### src/rtl/tlsba_pkg.sv
`default_nettype none

package tlsba_pkg;

   localparam int ADDR_W          = 48;
   localparam int GROUP_COUNT     = 8;
   localparam int SLOTS_PER_GROUP = 16;
   // window size must be a power of two: decode and offset use shifts
   localparam int WINDOW_BYTES    = 65536;

   localparam int WIN_SHIFT = $clog2(WINDOW_BYTES);
   localparam int SLOT_W    = $clog2(SLOTS_PER_GROUP);
   localparam int GRP_W     = (GROUP_COUNT > 1) ? $clog2(GROUP_COUNT) : 1;

   typedef logic [ADDR_W-1:0]          addr_type;
   typedef logic [SLOTS_PER_GROUP-1:0] slot_map_type;

   localparam logic MODE_ACQUIRE = 1'b0;
   localparam logic MODE_RELEASE = 1'b1;

   typedef enum logic [2:0] {
      ST_OK       = 3'd0,
      ST_NO_SLOT  = 3'd1,
      ST_NO_BASE  = 3'd2,
      ST_BAD_ADDR = 3'd3,
      ST_NOT_USED = 3'd4
   } status_type;

   typedef struct packed {
      logic     mode;
      logic     is_privileged;
      addr_type release_addr;
      addr_type offered_base;
   } req_type;

   typedef struct packed {
      status_type status;
      addr_type   window_addr;
      addr_type   freed_base;
      logic       base_consumed;
   } rsp_type;

endpackage

`default_nettype wire

### src/rtl/two_level_slot_bitmap_allocator.sv
`default_nettype none

// Channel | Direction | Handshake             | Payload
// req     | in        | req_valid / req_ready | req_data (mode, privilege, addresses)
// rsp     | out       | rsp_valid / rsp_ready | rsp_data (status, addresses, consumed)
//
// A result is registered after its request transfer: the groups are scanned in turn,
// until one settles the request, through the shared adder and slot finder, then the
// finish state updates the use map and loads the result register; req_ready returns
// as the result register loads. Synchronous reset clears all group bases and use maps at once.
// req_ready is high only while idle; a result held by rsp_ready stalls the
// finish state of the next item until the output register is free.
module two_level_slot_bitmap_allocator (
   input  wire  logic               clock,
   input  wire  logic               reset,
   input  wire  logic               req_valid,
   output logic                     req_ready,
   input  wire  tlsba_pkg::req_type req_data,
   output logic                     rsp_valid,
   input  wire  logic               rsp_ready,
   output tlsba_pkg::rsp_type       rsp_data
);
   import tlsba_pkg::*;

   typedef enum logic [1:0] {S_IDLE, S_SCAN, S_FINISH} state_type;

   state_type    state_ff;
   addr_type     grp_base_ff [GROUP_COUNT];
   slot_map_type used_ff     [GROUP_COUNT];
   logic         mode_ff;
   logic         priv_ff;
   addr_type     addr_ff;
   addr_type     offer_ff;
   logic [GRP_W-1:0]  grp_ff;
   logic [SLOT_W-1:0] slot_ff;
   logic         hit_ff;
   logic         consumed_ff;
   status_type   status_ff;
   logic         rsp_valid_ff;
   rsp_type      rsp_data_ff;

   addr_type     cur_base;
   slot_map_type cur_used;
   slot_map_type avail;
   slot_map_type slot_bit;
   slot_map_type cleared_map;
   logic         free_found;
   logic [SLOT_W-1:0] free_idx;
   logic         grp_full;
   logic         base_ok;
   logic         last_grp;
   addr_type     add_a;
   addr_type     add_b;
   logic         add_sub;
   logic [ADDR_W:0] add_sum;
   addr_type     rel_off;
   logic         rel_match;
   logic         rel_aligned;
   logic [SLOT_W-1:0] rel_id;
   logic         fin_go;
   logic         fin_clear;
   logic         fin_free_grp;
   rsp_type      fin_rsp;

   assign cur_base = grp_base_ff[grp_ff];
   assign cur_used = used_ff[grp_ff];
   assign grp_full = &cur_used;
   assign base_ok  = (cur_base != '0) || (offer_ff != '0);
   assign last_grp = (grp_ff == GRP_W'(GROUP_COUNT-1));

   // slot 0 of group 0 is kept for the privileged requester
   always_comb begin
      avail = ~cur_used;
      if (grp_ff == '0 && !priv_ff) begin
         avail[0] = 1'b0;
      end
      free_found = 1'b0;
      free_idx   = '0;
      for (int i = SLOTS_PER_GROUP-1; i >= 0; i--) begin
         if (avail[i]) begin
            free_found = 1'b1;
            free_idx   = SLOT_W'(i);
         end
      end
   end

   // scan: offset of the release address; finish: base plus slot offset
   always_comb begin
      add_a   = addr_ff;
      add_b   = cur_base;
      add_sub = 1'b1;
      if (state_ff == S_FINISH) begin
         add_a   = cur_base;
         add_b   = addr_type'({slot_ff, {WIN_SHIFT{1'b0}}});
         add_sub = 1'b0;
      end
   end

   tlsba_addsub u_addsub (
      .opa (add_a),
      .opb (add_b),
      .sub (add_sub),
      .sum (add_sum)
   );

   assign rel_off     = add_sum[ADDR_W-1:0];
   assign rel_match   = (cur_base != '0) && add_sum[ADDR_W] &&
                        ((rel_off >> WIN_SHIFT) < addr_type'(SLOTS_PER_GROUP));
   assign rel_aligned = (rel_off[WIN_SHIFT-1:0] == '0);
   assign rel_id      = rel_off[WIN_SHIFT +: SLOT_W];

   assign fin_go = !rsp_valid_ff || rsp_ready;

   always_comb begin
      slot_bit        = '0;
      slot_bit[slot_ff] = 1'b1;
      cleared_map     = cur_used & ~slot_bit;
      fin_clear       = hit_ff && (mode_ff == MODE_RELEASE) && ((cur_used & slot_bit) != '0);
      fin_free_grp    = fin_clear && (grp_ff != '0) && (cleared_map == '0);
      fin_rsp.status        = status_ff;
      fin_rsp.window_addr   = '0;
      fin_rsp.freed_base    = '0;
      fin_rsp.base_consumed = consumed_ff;
      if (hit_ff && mode_ff == MODE_ACQUIRE) begin
         fin_rsp.window_addr = add_sum[ADDR_W-1:0];
      end
      if (hit_ff && mode_ff == MODE_RELEASE && !fin_clear) begin
         fin_rsp.status = ST_NOT_USED;
      end
      if (fin_free_grp) begin
         fin_rsp.freed_base = cur_base;
      end
   end

   always_ff @(posedge clock) begin
      if (reset) begin
         state_ff     <= S_IDLE;
         rsp_valid_ff <= 1'b0;
         for (int g = 0; g < GROUP_COUNT; g++) begin
            grp_base_ff[g] <= '0;
            used_ff[g]     <= '0;
         end
      end else begin
         // drop the transfer unless a new result loads in the same cycle
         if (rsp_valid_ff && rsp_ready && !(state_ff == S_FINISH && fin_go)) begin
            rsp_valid_ff <= 1'b0;
         end
         case (state_ff)
            S_IDLE: begin
               if (req_valid) begin
                  mode_ff     <= req_data.mode;
                  priv_ff     <= req_data.is_privileged;
                  addr_ff     <= req_data.release_addr;
                  offer_ff    <= req_data.offered_base;
                  grp_ff      <= '0;
                  hit_ff      <= 1'b0;
                  consumed_ff <= 1'b0;
                  state_ff    <= S_SCAN;
               end
            end
            S_SCAN: begin
               if (mode_ff == MODE_ACQUIRE) begin
                  if (!grp_full && cur_base == '0) begin
                     consumed_ff <= 1'b1;
                  end
                  if (!grp_full && !base_ok) begin
                     status_ff <= ST_NO_BASE;
                     state_ff  <= S_FINISH;
                  end else if (!grp_full && free_found) begin
                     if (cur_base == '0) begin
                        grp_base_ff[grp_ff] <= offer_ff;
                     end
                     slot_ff   <= free_idx;
                     hit_ff    <= 1'b1;
                     status_ff <= ST_OK;
                     state_ff  <= S_FINISH;
                  end else begin
                     // group 0 may still take the base with only the kept slot free
                     if (!grp_full && cur_base == '0) begin
                        grp_base_ff[grp_ff] <= offer_ff;
                     end
                     if (last_grp) begin
                        status_ff <= ST_NO_SLOT;
                        state_ff  <= S_FINISH;
                     end else begin
                        grp_ff <= grp_ff + 1'b1;
                     end
                  end
               end else begin
                  if (rel_match) begin
                     slot_ff   <= rel_id;
                     hit_ff    <= rel_aligned;
                     status_ff <= rel_aligned ? ST_OK : ST_BAD_ADDR;
                     state_ff  <= S_FINISH;
                  end else if (last_grp) begin
                     status_ff <= ST_BAD_ADDR;
                     state_ff  <= S_FINISH;
                  end else begin
                     grp_ff <= grp_ff + 1'b1;
                  end
               end
            end
            S_FINISH: begin
               if (fin_go) begin
                  if (hit_ff && mode_ff == MODE_ACQUIRE) begin
                     used_ff[grp_ff] <= cur_used | slot_bit;
                  end
                  if (fin_clear) begin
                     used_ff[grp_ff] <= cleared_map;
                  end
                  if (fin_free_grp) begin
                     grp_base_ff[grp_ff] <= '0;
                  end
                  rsp_data_ff  <= fin_rsp;
                  rsp_valid_ff <= 1'b1;
                  state_ff     <= S_IDLE;
               end
            end
            default: begin
               state_ff <= S_IDLE;
            end
         endcase
      end
   end

   assign req_ready = (state_ff == S_IDLE);
   assign rsp_valid = rsp_valid_ff;
   assign rsp_data  = rsp_data_ff;

endmodule

`default_nettype wire

### src/rtl/tlsba_addsub.sv
`default_nettype none

// Shared adder: window address on acquire, offset from group base on release.
module tlsba_addsub (
   input  wire tlsba_pkg::addr_type      opa,
   input  wire tlsba_pkg::addr_type      opb,
   input  wire logic                     sub,
   output logic [tlsba_pkg::ADDR_W:0]    sum
);
   import tlsba_pkg::*;

   addr_type opb_x;

   assign opb_x = sub ? ~opb : opb;
   // carry out of a subtract is high when there is no borrow (opa >= opb)
   assign sum = {1'b0, opa} + {1'b0, opb_x} + (ADDR_W+1)'(sub);

endmodule

`default_nettype wire

### config.mk
export PLATFORM = sky130hd
export DESIGN_NAME = two_level_slot_bitmap_allocator
export DESIGN_NICKNAME = d
export VERILOG_FILES = /design/src/rtl/tlsba_pkg.sv /design/src/rtl/two_level_slot_bitmap_allocator.sv /design/src/rtl/tlsba_addsub.sv
export SDC_FILE = /design/constraint.sdc
export NUM_CORES = 1
export LEC_CHECK = 0
export ABC_CLOCK_PERIOD_IN_PS = 15750
export BUFFER_PORTS_ARGS = -buffer_cell sky130_fd_sc_hd__clkbuf_2
export CAP_MARGIN = 10
export CELL_PAD_IN_SITES_DETAIL_PLACEMENT = 1
export CELL_PAD_IN_SITES_GLOBAL_PLACEMENT = 2
export CORE_ASPECT_RATIO = 0.8
export CORE_MARGIN = 1.5
export CORE_UTILIZATION = 43
export CTS_CLUSTER_DIAMETER = 200
export DETAILED_ROUTE_END_ITERATION = 12
export PLACE_DENSITY_LB_ADDON = 0.1
export SETUP_SLACK_MARGIN = 0.05
export SLEW_MARGIN = 40
export SYNTH_ARGS = -nofsm -noshare
export SYNTH_HDL_FRONTEND = slang
export SYNTH_SLANG_ARGS = --single-unit
### constraint.sdc
create_clock -name clock -period 15.75 [get_ports clock]
set_input_delay 3.9375 -clock clock [delete_from_list [all_inputs] [get_ports clock]]
set_output_delay 3.9375 -clock clock [all_outputs]
set_load 0.01 [all_outputs]
==> out/metrics.yaml <==
run_status:
  outcome: "completed"
die:
  num_io_pins: 204
  die_y_um: 260
  fp.dieW_um: 324
  core-area_um2: 81100
  die_area_um2: 84200
  rows: 93
  start_util_pct: 43.7
logic_synthesis:
  ys_async_sr_fraction_pct: 0
  synth_top_area_cell: "edfxtp_1"
  syn-cell-area_um2: 35400
  synthTopCellsByArea: "edfxtp_1 (61%), mux4_2 (8.3%), nor2_1 (7.5%), mux2i_1 (2.2%), nand2_1 (2.0%)"
  synth_ff_type: "edfxtp_1"
  synth_seq_cells: 727
  synth_warnings: 0
  synthTopCellsByCount: "edfxtp_1 (721), nor2_1 (707), nand2_1 (193), mux4_2 (130), o21ai_0 (105)"
  syn_area_per_cell_um2: 12.5
  synth_fp_nets: 2989
  synthDistinctLibCells: 89
  synth.most_common_cell: "edfxtp_1"
  syn-instance-count: 2837
  yosysSeqAreaShare_pct: 61.4
  synth-edff-count: 721
  synth_top_area_share_pct: 61.1
worst_hold_path:
  hold_end: "rsp_data[0]$_DFFE_PP_"
  hp-class: "reg2reg"
  hold_depth: 0
  hold_start: "consumed_ff$_DFFE_PP_"
place:
  gp_congestion: 0.902
  dpl.hpwl_um: 81400
  place_area_um2: 37700
  portBuffers: 203
  dp.cells: 4016
setup_path:
  worstPathArrival_ps: 8150
  end_kind: "flop"
  cp.required_ps: 16070
  critPathMaxFanout: 46
  path_class: "reg2reg"
  worstReg2RegEnd: "slot_ff[0]$_DFFE_PP_"
  rr_worst_depth: 16
  critPathLaunchType: "flop"
  rrSetupSlack_ps: 7920
sta:
  min_period_over_period_pct: 49.7
  rsz0062_at_grt: "no"
  max_freq_ghz: 0.128
  finClkSkew_ps: 39.5
  setup_viol: 0
  maxSlewHeadroom_pct: 37.4
  worstMarginPinSlew_ps: 913
  post-route-min-period_ps: 7830
  hold_viol_final: 0
  tns_ps: 0
  slew_viol_final: 0
grt:
  grt_pass1_vias: 25300
  overflow: 0
  grt_start_max_net_pins: 99
  antenna_found_initial: 5
  grt_use_total_pct: 27.8
  grt_pass1_wl_um: 171000
power:
  p_seq_share_pct: 44.2
  p_sw_share_pct: 28.5
  design_power_total_mw: 5.06
  worst_ir_drop_vdd_v: 0.0000984
  clockPowerShare_pct: 38.4
  p_leak_nw: 14.5
  powerDensity_nw_per_um2: 125
  intPower_mw: 3.62
  p_comb_share_pct: 17.4
  p_sw_mw: 1.44
finish:
  post-route-util_pct: 49.9
  final_area_um2: 40400
  drive_gt1_share_pct: 19.4
  syn_to_final_growth_pct: 14.1
  instances_no_fill: 4164
  fin_nets: 3158
clock_network:
  max-clock-path-buffers: 3
  hold_buffers: 0
  cts_made_buffers: 79
  clk_pin_slew_ps: 70
  cts_root_buf: "clkbuf_16"
  h-tree-depth: 3
  cts_setup_buffers: 0
  cts_tree: "yes"
  clock-sinks: 727
  cts_resized: 0
  clkLatencyLatePin_ps: 670
detailed_routing:
  drcViolationCount: 0
  vias: 24800
  drt_first_iter_violations: 2623
  wirelength_um: 117000
  ant_nets: 0
  drt_first_pass_iters: 5
  avgViaCountPerCell: 5.96
  wl_per_cell_um: 28.0
run:
  maxCapViolCount: 0
-- sequential cells by signal, summed over array words and instances, names as in the netlist, 3 cells and up, named ones only --
| register | cells |
|---|---|
| slot_ff | 4 |
| used_ff | 128 |
| grp_ff | 3 |
| grp_base_ff | 384 |
| offer_ff | 48 |
| addr_ff | 48 |
| rsp_data | 100 |
-- metal layers --
| layer | routed length [um] | up-vias | GRT usage (%) |
|---|---|---|---|
| li1 | - | 10900 | - |
| met1 | 53600 | 12800 | 41.7 |
| met2 | 51900 | 998 | 42.5 |
| met3 | 8630 | 147 | 4.70 |
| met4 | 2540 | 2 | 6.33 |
| met5 | 13 | - | 0 |
-- cells in the final DEF (no fill, tap or decap), types with 64 or more instances in the layout --
cell,synthesis,final
edfxtp_1,721,721
nor2_1,707,707
clkbuf_2,1,203
nand2_1,193,188
mux4_2,130,130
o21ai_0,105,105
a21oi_1,97,97
clkbuf_16,0,80
mux2i_1,78,64
and2_1,64,64
-- logic make-up (layout without fill, tap and decap cells) --
logic type | count (synthesis) | in the layout | synth area share (%)
XOR/XNOR | 31 | 31 | 0.766
AO/OA/AOI/OAI | 369 | 369 | 6.77
flip-flops | 727 | 727 | 61.4
other | 0 | 2 | 0
AND/OR/NAND/NOR | 1236 | 1236 | 15.6
adder cells (fa/ha/maj) | 50 | 50 | 1.79
buffers and inverters | 194 | 427 | 2.53
multiplexers | 230 | 230 | 11.2
-- cell type report --
type | instances | area, um2
flip-flops and latches | 727 | 21800
fillers | 8287 | 40700
inverters | 28 | 110
multi-input cells | 1916 | 12900
clock buffers | 96 | 2060
repair buffers | 254 | 1540
diodes | 2 | 5.00
clock inverters | 49 | 626
well taps | 1092 | 1370
-- power groups by stage --
| stage | sequential (mW) | combinational [mW] | clock, mW |
|---|---|---|---|
| 4_1_cts | 2.24 | 0.864 | 1.98 |
| 3_3_place_gp | 2.28 | 0.842 | 0 |
| 5_1_grt | 2.24 | 0.944 | 2.03 |
| 2_1_floorplan | 2.25 | 0.566 | 0 |
| 3_5_place_dp | 2.28 | 0.859 | 0 |
| 6_report | 2.24 | 0.879 | 1.94 |
-- worst max-delay path by stage --
stage / end / slack, ps / cells past startpoint
2_1_floorplan: grp_base_ff[0][0]$_SDFFCE_PN0P_ / 980 / 7
3_3_place_gp: grp_base_ff[3][4]$_SDFFCE_PN0P_ / 7540 / 8
3_5_place_dp: grp_ff[0]$_DFFE_PP_ / 7630 / 16
4_1_cts: slot_ff[0]$_DFFE_PP_ / 7600 / 16
5_1_grt: slot_ff[0]$_DFFE_PP_ / 7510 / 17
6_report: slot_ff[0]$_DFFE_PP_ / 7920 / 16
-- worst max-delay path: stages (launching register included) --
cell	delay, ps
dfxtp_4	690
buf_4	600
buf_6	540
mux4_2	590
mux2i_1	410
o21ai_0	150
ha_1	520
nand4_1	210
nor3_1	650
o211ai_1	460
nand3_1	230
xor2_1	130
or4b_1	530
or4_1	590
o41ai_4	660
nand2_1	140
nor2_1	310
-- metrics by stage --
step	hold slack, ps	setup WS, ps
2_1_floorplan	400	983
3_3_place_gp	403	7540
5_1_grt	446	7510
3_5_place_dp	422	7630
6_report	438	7920
4_1_cts	438	7600
Power figures use the tool's default switching activity.
